$ cat src/pump_fault_qualifier_core_defines.svh
// assertion macros shared by the pump fault qualifier rtl
`ifndef PUMP_FAULT_QUALIFIER_CORE_DEFINES_SVH
`define PUMP_FAULT_QUALIFIER_CORE_DEFINES_SVH

// same-cycle implication, disabled while reset is asserted
`define PFQ_ASSERT_IMPL(label, clk, rst_n, ante, cons) \
	label: assert property (@(posedge clk) disable iff (!(rst_n)) (ante) |-> (cons)) \
		else $error("pump fault qualifier assertion failed");

// next-cycle implication, disabled while reset is asserted
`define PFQ_ASSERT_NEXT(label, clk, rst_n, ante, cons) \
	label: assert property (@(posedge clk) disable iff (!(rst_n)) (ante) |=> (cons)) \
		else $error("pump fault qualifier assertion failed");

`endif

$ cat src/pfq_pkg.sv
// types and constants of the pump fault qualifier
package pfq_pkg;

	typedef enum logic [2:0] {
		PEND_NONE = 3'd0,
		PEND_OVER = 3'd1,
		PEND_DRY  = 3'd2,
		PEND_NOTW = 3'd3,
		PEND_LINE = 3'd4
	} pend_t;

	typedef enum logic [1:0] {
		CFG_NOMINAL  = 2'd0,
		CFG_CT_CHECK = 2'd1,
		CFG_QUALIFY  = 2'd2
	} cfg_idx_t;

	localparam int WORD_W = 10;
	localparam int CFG_W  = 16;

	// status word bit positions
	localparam logic [3:0] BIT_MANUAL = 4'd0;
	localparam logic [3:0] BIT_AUTO   = 4'd1;
	localparam logic [3:0] BIT_OVER   = 4'd2;
	localparam logic [3:0] BIT_DRY    = 4'd3;
	localparam logic [3:0] BIT_NOTW   = 4'd4;
	localparam logic [3:0] BIT_R      = 4'd5;
	localparam logic [3:0] BIT_Y      = 4'd6;
	localparam logic [3:0] BIT_B      = 4'd7;
	localparam logic [3:0] BIT_LINE   = 4'd8;
	localparam logic [3:0] BIT_RUN    = 4'd9;

	// threshold multipliers of the per-cent unit
	localparam int K_OVER    = 32;
	localparam int K_DRY_HI  = 58;
	localparam int K_STOP    = 15;
	localparam int K_NOTW    = 20;
	localparam int K_RUN_ON  = 18;

	// floor(x / 100) for 16 bit x as (x * RECIP_100) >> RECIP_SHIFT
	localparam logic [16:0] RECIP_100   = 17'd83887;
	localparam int          RECIP_SHIFT = 23;
	localparam int          UNIT_W      = 10;

	localparam logic [7:0] COUNT_MAX     = 8'd255;
	localparam logic [7:0] QUALIFY_RESET = 8'd3;

	typedef struct packed {
		logic [WORD_W-1:0] status;
		pend_t             pend;
		logic [7:0]        count;
	} qstate_t;

	typedef struct packed {
		logic [WORD_W-1:0] word;
		logic              changed;
		logic              fault_lamp;
		logic              supply_ok_lamp;
	} result_t;

endpackage

$ cat src/pump_fault_qualifier_core.sv
// pump fault qualifier top level: fault qualification on held current and phase inputs
// an accepted item is held in the input register, then moves on to the output register
// throughput: one item per cycle while out_stall is low; the state update is a single pass of compare logic
// the per-cent unit of the nominal current is computed once, when that register is written
// reset: async active low, clears state, pending code, counter and status/reported words
// reset config: nominal 0, current checks off, qualify count 3
module pump_fault_qualifier_core #(
	parameter int CURRENT_BITS = 16
) (
	input  logic                          clk,
	input  logic                          arst_n,
	// config write port
	input  logic                          wr_en,
	input  logic [1:0]                    wr_index,
	input  logic [pfq_pkg::CFG_W-1:0]     wr_data,
	// input channel
	input  logic                          in_valid,
	output logic                          in_stall,
	input  logic                          sample_valid,
	input  logic [CURRENT_BITS-1:0]       run_current,
	input  logic                          start_delay_done,
	input  logic                          pump_commanded_on,
	input  logic                          phase_r_ok,
	input  logic                          phase_y_ok,
	input  logic                          phase_b_ok,
	input  logic                          auto_switch,
	input  logic                          relay_pin_level,
	// result channel
	output logic                          out_valid,
	input  logic                          out_stall,
	output logic                          auto_mode,
	output logic                          overload_fault,
	output logic                          dry_run_fault,
	output logic                          not_working_fault,
	output logic                          phase_r_status,
	output logic                          phase_y_status,
	output logic                          phase_b_status,
	output logic                          line_fault,
	output logic                          pump_running,
	output logic                          status_changed,
	output logic                          fault_lamp,
	output logic                          supply_ok_lamp
);
	import pfq_pkg::*;

	`include "pump_fault_qualifier_core_defines.svh"

	// compare width: holds the widest current and the overload threshold
	localparam int CMP_W = (CURRENT_BITS > 17) ? CURRENT_BITS : 17;
	// nominal is a 16 bit register, further limited to the current width
	localparam logic [15:0] NOM_MASK = (CURRENT_BITS >= 16) ? 16'hFFFF :
		16'((32'd1 << CURRENT_BITS) - 32'd1);

	// ---------------------------------------------------------------
	// configuration registers and the derived per-cent unit
	// ---------------------------------------------------------------
	logic [15:0]       nominal_q;
	logic              ct_check_q;
	logic [7:0]        qualify_q;
	logic [UNIT_W-1:0] unit_q;

	logic [15:0] nom_wr;
	logic [32:0] unit_prod;

	assign nom_wr    = wr_data[15:0] & NOM_MASK;
	// reciprocal multiply: exact floor division by 100 over 16 bit inputs
	assign unit_prod = 33'(nom_wr) * 33'(RECIP_100);

	always_ff @(posedge clk or negedge arst_n) begin
		if (!arst_n) begin
			nominal_q  <= '0;
			ct_check_q <= 1'b0;
			qualify_q  <= QUALIFY_RESET;
			unit_q     <= '0;
		end else if (wr_en) begin
			unique case (wr_index)
				CFG_NOMINAL: begin
					nominal_q <= nom_wr;
					unit_q    <= unit_prod[RECIP_SHIFT +: UNIT_W];
				end
				CFG_CT_CHECK: ct_check_q <= wr_data[0];
				CFG_QUALIFY:  qualify_q  <= wr_data[7:0];
				default: ;    // index beyond the register list is ignored
			endcase
		end
	end

	// ---------------------------------------------------------------
	// handshake: input register feeds the result register in one pass
	// ---------------------------------------------------------------
	logic adv;     // result register can take a new item
	logic s1_valid_q;

	assign adv      = !out_valid || !out_stall;
	assign in_stall = s1_valid_q && !adv;

	logic                    sample_s1;
	logic [CURRENT_BITS-1:0] current_s1;
	logic                    settled_s1;
	logic                    cmd_on_s1;
	logic                    pr_s1;
	logic                    py_s1;
	logic                    pb_s1;
	logic                    autosw_s1;
	logic                    relay_off_s1;

	always_ff @(posedge clk or negedge arst_n) begin
		if (!arst_n) begin
			s1_valid_q <= 1'b0;
		end else if (!in_stall) begin
			s1_valid_q <= in_valid;
		end
	end

	always_ff @(posedge clk) begin
		if (in_valid && !in_stall) begin
			sample_s1    <= sample_valid;
			current_s1   <= run_current;
			settled_s1   <= start_delay_done;
			cmd_on_s1    <= pump_commanded_on;
			pr_s1        <= phase_r_ok;
			py_s1        <= phase_y_ok;
			pb_s1        <= phase_b_ok;
			autosw_s1    <= auto_switch;
			relay_off_s1 <= relay_pin_level;
		end
	end

	// ---------------------------------------------------------------
	// qualifier state
	// ---------------------------------------------------------------
	logic [CURRENT_BITS-1:0] held_q;
	qstate_t                 qs_q;
	logic [WORD_W-1:0]       rep_q;   // word last reported

	// one fault: arm and latch while the condition holds, clear otherwise
	function automatic qstate_t qualify(qstate_t s, logic cond, logic arm,
			logic [3:0] pos, pend_t code, logic rst_cnt, logic [7:0] qc);
		qstate_t r;
		r = s;
		if (cond) begin
			if (arm && !s.status[pos]) begin
				r.pend = code;
				if (s.count > qc) begin
					r.status[pos] = 1'b1;
					r.count       = '0;
				end
			end
		end else begin
			r.status[pos] = 1'b0;
			if (s.pend == code) begin
				if (rst_cnt) begin
					r.count = '0;
				end
				r.pend = PEND_NONE;
			end
		end
		return r;
	endfunction

	logic [CURRENT_BITS-1:0] cur;
	logic [CMP_W-1:0]        cur_x;
	logic [CMP_W-1:0]        unit_x;
	logic [CMP_W-1:0]        th_over;
	logic [CMP_W-1:0]        th_dry_hi;
	logic [CMP_W-1:0]        th_stop;
	logic [CMP_W-1:0]        th_notw;
	logic [CMP_W-1:0]        th_run_on;
	logic                    gate;
	logic                    all_phases;
	qstate_t                 qs_n;
	result_t                 res;

	assign cur       = sample_s1 ? current_s1 : held_q;
	assign cur_x     = CMP_W'(cur);
	assign unit_x    = CMP_W'(unit_q);
	// thresholds are small constant multiples of the unit; overload adds the nominal to its multiple
	assign th_over   = CMP_W'(nominal_q) + (unit_x * CMP_W'(K_OVER));
	assign th_dry_hi = unit_x * CMP_W'(K_DRY_HI);
	assign th_stop   = unit_x * CMP_W'(K_STOP);
	assign th_notw   = unit_x * CMP_W'(K_NOTW);
	assign th_run_on = unit_x * CMP_W'(K_RUN_ON);
	assign gate      = settled_s1 && ct_check_q;
	assign all_phases = pr_s1 && py_s1 && pb_s1;

	always_comb begin
		qs_n = qs_q;

		// a new sample advances the counter when a fault was pending, and clears it otherwise
		if (sample_s1) begin
			if (qs_n.pend != PEND_NONE) begin
				qs_n.pend = PEND_NONE;
				if (qs_n.count != COUNT_MAX) begin
					qs_n.count = qs_n.count + 8'd1;
				end
			end else begin
				qs_n.count = '0;
			end
		end

		qs_n.status[BIT_AUTO]   = autosw_s1;
		qs_n.status[BIT_MANUAL] = !autosw_s1;

		qs_n = qualify(qs_n, gate && (cur_x > th_over), 1'b1,
			BIT_OVER, PEND_OVER, 1'b1, qualify_q);
		// dry run arms only above the not-working level
		qs_n = qualify(qs_n, gate && (cur_x < th_dry_hi) && (cur_x > th_stop),
			cur_x > th_notw, BIT_DRY, PEND_DRY, 1'b1, qualify_q);
		qs_n = qualify(qs_n, gate && cmd_on_s1 && (cur_x < th_notw), 1'b1,
			BIT_NOTW, PEND_NOTW, 1'b1, qualify_q);

		qs_n.status[BIT_R] = pr_s1;
		qs_n.status[BIT_Y] = py_s1;
		qs_n.status[BIT_B] = pb_s1;

		// line fault keeps the counter when it clears
		qs_n = qualify(qs_n, !all_phases, 1'b1,
			BIT_LINE, PEND_LINE, 1'b0, qualify_q);

		// running status: current hysteresis, or relay readback without checks
		if (ct_check_q) begin
			if ((cur_x < th_stop) && qs_n.status[BIT_RUN]) begin
				qs_n.status[BIT_RUN] = 1'b0;
				qs_n.pend            = PEND_NONE;
				qs_n.count           = '0;
			end
			if ((cur_x > th_run_on) && !qs_n.status[BIT_RUN]) begin
				qs_n.status[BIT_RUN] = 1'b1;
			end
		end else begin
			qs_n.status[BIT_RUN] = !relay_off_s1;
		end

		res.word           = qs_n.status;
		res.changed        = (rep_q != qs_n.status);
		res.supply_ok_lamp = qs_n.status[BIT_R] && qs_n.status[BIT_Y] &&
			qs_n.status[BIT_B];
		res.fault_lamp     = qs_n.status[BIT_DRY] || qs_n.status[BIT_LINE] ||
			qs_n.status[BIT_OVER] || qs_n.status[BIT_NOTW] || !res.supply_ok_lamp;
	end

	logic fire;   // the item in the input register moves to the result register
	assign fire = s1_valid_q && adv;

	always_ff @(posedge clk or negedge arst_n) begin
		if (!arst_n) begin
			held_q <= '0;
			qs_q   <= '{status: '0, pend: PEND_NONE, count: '0};
			rep_q  <= '0;
		end else if (fire) begin
			if (sample_s1) begin
				held_q <= current_s1;
			end
			qs_q  <= qs_n;
			rep_q <= qs_n.status;
		end
	end

	// ---------------------------------------------------------------
	// result register
	// ---------------------------------------------------------------
	result_t res_q;

	always_ff @(posedge clk or negedge arst_n) begin
		if (!arst_n) begin
			out_valid <= 1'b0;
		end else if (adv) begin
			out_valid <= s1_valid_q;
		end
	end

	always_ff @(posedge clk) begin
		if (fire) begin
			res_q <= res;
		end
	end

	assign auto_mode         = res_q.word[BIT_AUTO];
	assign overload_fault    = res_q.word[BIT_OVER];
	assign dry_run_fault     = res_q.word[BIT_DRY];
	assign not_working_fault = res_q.word[BIT_NOTW];
	assign phase_r_status    = res_q.word[BIT_R];
	assign phase_y_status    = res_q.word[BIT_Y];
	assign phase_b_status    = res_q.word[BIT_B];
	assign line_fault        = res_q.word[BIT_LINE];
	assign pump_running      = res_q.word[BIT_RUN];
	assign status_changed    = res_q.changed;
	assign fault_lamp        = res_q.fault_lamp;
	assign supply_ok_lamp    = res_q.supply_ok_lamp;

	// ---------------------------------------------------------------
	// assertions
	// ---------------------------------------------------------------
	// the reported word tracks the word of the newest result
	`PFQ_ASSERT_IMPL(a_reported_matches, clk, arst_n, out_valid, rep_q == res_q.word)
	// overload and not-working need opposite current levels
	`PFQ_ASSERT_IMPL(a_over_notw_excl, clk, arst_n, out_valid,
		!(overload_fault && not_working_fault))
	// current faults stay clear while current checks are off
	`PFQ_ASSERT_IMPL(a_ct_off_no_current_fault, clk, arst_n, out_valid && !ct_check_q,
		!(overload_fault || dry_run_fault || not_working_fault))
	// a latched line fault means a phase is missing
	`PFQ_ASSERT_IMPL(a_line_needs_missing_phase, clk, arst_n, out_valid && line_fault,
		!(phase_r_status && phase_y_status && phase_b_status))

endmodule
$ cat config.mk
export PLATFORM = sky130hd
export DESIGN_NAME = pump_fault_qualifier_core
export DESIGN_NICKNAME = d
export VERILOG_FILES = /design/src/pfq_pkg.sv /design/src/pump_fault_qualifier_core.sv
export VERILOG_INCLUDE_DIRS = /design/src /design/src/src
export SDC_FILE = /design/constraint.sdc
export NUM_CORES = 1
export LEC_CHECK = 0
export BUFFER_PORTS_ARGS = -buffer_cell sky130_fd_sc_hd__buf_2
export CORE_ASPECT_RATIO = 1.5
export CORE_MARGIN = 2
export CORE_UTILIZATION = 65
export DETAILED_ROUTE_END_ITERATION = 8
export GPL_TIMING_DRIVEN = 1
export HOLD_SLACK_MARGIN = 0.12
export PLACE_DENSITY = 0.88
export SLEW_MARGIN = 20
export SYNTH_ARGS = -nofsm -noshare
export SYNTH_HDL_FRONTEND = slang
export SYNTH_SLANG_ARGS = --single-unit
$ cat constraint.sdc
create_clock -name clk -period 10.84 [get_ports clk]
set_clock_uncertainty 0.15 [all_clocks]
set_input_delay 2.168 -clock clk [delete_from_list [all_inputs] [get_ports clk]]
set_output_delay 2.168 -clock clk [all_outputs]
set_load 0.05 [all_outputs]
==> metrics.cfg <==
[clock_tree]
cts_buffers=9
root_buffer=clkbuf_16
clk_pin_slew_ns=0.08
cts.sinks=110
clk_latency_ns=0.35
clockBufferDepth=2
cts_tree=built
h-tree-depth=3

[yosys]
ys_types=63
yosys_warnings=0
ys_seq_area_share_pct=20.30
synth_area_per_cell_sq_um=9.897
netlist_instances=1461
async_flop_share_pct=67.27
synth_ff_type=dfrtp_1
synth.cell_area_sq_um=14460
syn_nets=1947
ys_ff_latch=110
synth_edf_count=36

[worst_setup_path]
worstSetupPathType=register to register
cp.arrival_ns=10.23
r2r_slack_ns=0.73
crit_end=qs_q[1]
startpoint=unit_q[2]
timing.rr.start=unit_q[2]
critPathMaxFanout=10
crit_family=compound AO/OA/AOI/OAI gates
slowest_stage=dfrtp_1
cp-start-kind=register
crit_buf_inv=2
end_kind=register
max_stage_delay_ns=0.59
worst-path-stages=43
critPathRequiredTime_ns=10.96
r2r_end=qs_q[1]
r2r_cells=43

[timing]
hold_viol_final=0
worst_slew_pin_slew_ns=1.085
finalSetupViolCount=0
clock.fmax_ghz=0.09893
slew_headroom_pct=27.67
period_minus_slack_ns=10.11
tns_ns=0
fin_hold_ws_ns=0.3361
period_share_pct=93.25
rsz0062_at_grt=false
drv_slew=0

[run]
maxCapViolations=0

[place]
hpwl_mm=28.44
numPortBuffers=60
placedCellCount=1782
gp_congestion=0.9417

[routing]
drtPass1Iterations=5
drt_iter0_markers=800
wl_mm=35.16
wl_per_cell_microns=19.55
dr_total_vias=11200
drc_errors=0
vias_per_cell=6.229
antenna_left=0

[grt]
grt_usage_pct=30.80
grt_pass1_vias=12240
grt_max_degree=75
grt_overflow=0
grt_pass1_wl_mm=58.44
antenna_found_initial=0

[floorplan]
core.rowCount=66
ios=61
die_x_microns=125.8
die_h_microns=186.7
dieArea_sq_um=23480
initial_core_util_pct=66.32
coreArea_sq_um=21800

[outcome]
status=complete, no violations

[final_layout]
final_core_util_pct=70.61
nFillCells=1526
syn_to_final_growth_pct=6.464
final_common_cell=ha_1
num_antenna_cells=0
drive_gt1_share_pct=9.109
nets=2007
final_cell_mix=315 x ha_1, 239 x inv_1, 124 x fa_1, 87 x nand2_1, 74 x o21ai_0
final_cells=1798

[worst_hold_path]
hold_class=register to register

==> sequential cells by signal, indices dropped and copies added, names as in the netlist, 8 cells and up <==
name / cells
current_s1: 16
held_q: 16
nominal_q: 16
qs_q: 11
rep_q: 10
unit_q: 10
qualify_q: 8
==> synthesized netlist by cell type (36+ instances only) <==
library cell	number	share of area [%]
dfrtp_1	72	12
a21o_1	37	1.9
o21ai_0	74	2.6
edfxtp_1	36	7.5
ha_1	315	27
a21oi_1	63	2.2
fa_1	124	17
inv_1	239	6.2
nor2_1	52	1.3
xnor2_1	38	2.3
mux2_2	42	3.3
nand2_1	87	2.3
==> through the flow <==
stage / cell area [sq um] / worst slack [ns]
3_3_place_gp: 15080 / 1.356
5_1_grt: 15390 / 0.01850
6_report: 15390 / 0.7322
3_5_place_dp: 15080 / 0.9368
4_1_cts: 15390 / 0.8138
2_1_floorplan: 14460 / 1.942
==> layer usage <==
layer / vias to the layer above / track usage (%) / routed length [microns]
met1: 5396 / 34.06 / 12440
met5: - / 0 / 0
met3: 156 / 3.297 / 1935
met2: 485 / 56.96 / 18550
met4: 0 / 17.08 / 2229
li1: 5162 / - / -
==> repair_timing <==
item | 4_1_cts | 5_1_grt
setup buffers | 0 | 0
resized for setup | 0 | 1
hold buffers | 0 | 0
endpoints found under the hold margin | 0 | 0
setup endpoints to repair | 0 | 8
==> worst min-delay path by stage <==
stage                 startpoint      endpoint  depth (start not counted)
global placement       held_q[2]     held_q[2]                          2
floorplan              held_q[1]     held_q[1]                          2
finish              qualify_q[3]  qualify_q[3]                          2
detailed placement  nominal_q[3]  nominal_q[3]                          2
CTS                 nominal_q[3]  nominal_q[3]                          2
global route        nominal_q[3]  nominal_q[3]                          2
==> logic make-up after synthesis <==
| kind of cell | count (synthesis) | share of synthesized area, % |
|---|---|---|
| fa+ha+maj | 439 | 44.43 |
| xor+xnor | 56 | 3.392 |
| compound gates | 263 | 11.51 |
| flops | 110 | 20.30 |
| simple gates | 291 | 10.13 |
| mux | 47 | 3.617 |
| buf+inv | 255 | 6.620 |
==> worst register-to-register path: cells and delay by family, from the launching register on <==
family / cells / cell delay (ns)
fa+ha+maj: 7 / 2.44
flops: 1 / 0.59
buf+inv: 2 / 0.10
compound gates: 21 / 4.43
simple gates: 13 / 2.32
==> cell type report <==
class                   instances  area, sq um  area share (%)
multi-input cells            1096        10570           68.67
flip-flops and latches        110         2935           19.07
inverters                     240        900.9           5.852
well taps                     272        340.3           2.211
repair buffers                 64        332.8           2.162
clock buffers                   9        225.2           1.463
clock inverters                 7        87.58          0.5690
Power is left out: the tool's default activity adds up to more than one toggle a clock period on the data nets, which glitch-free logic cannot reach.
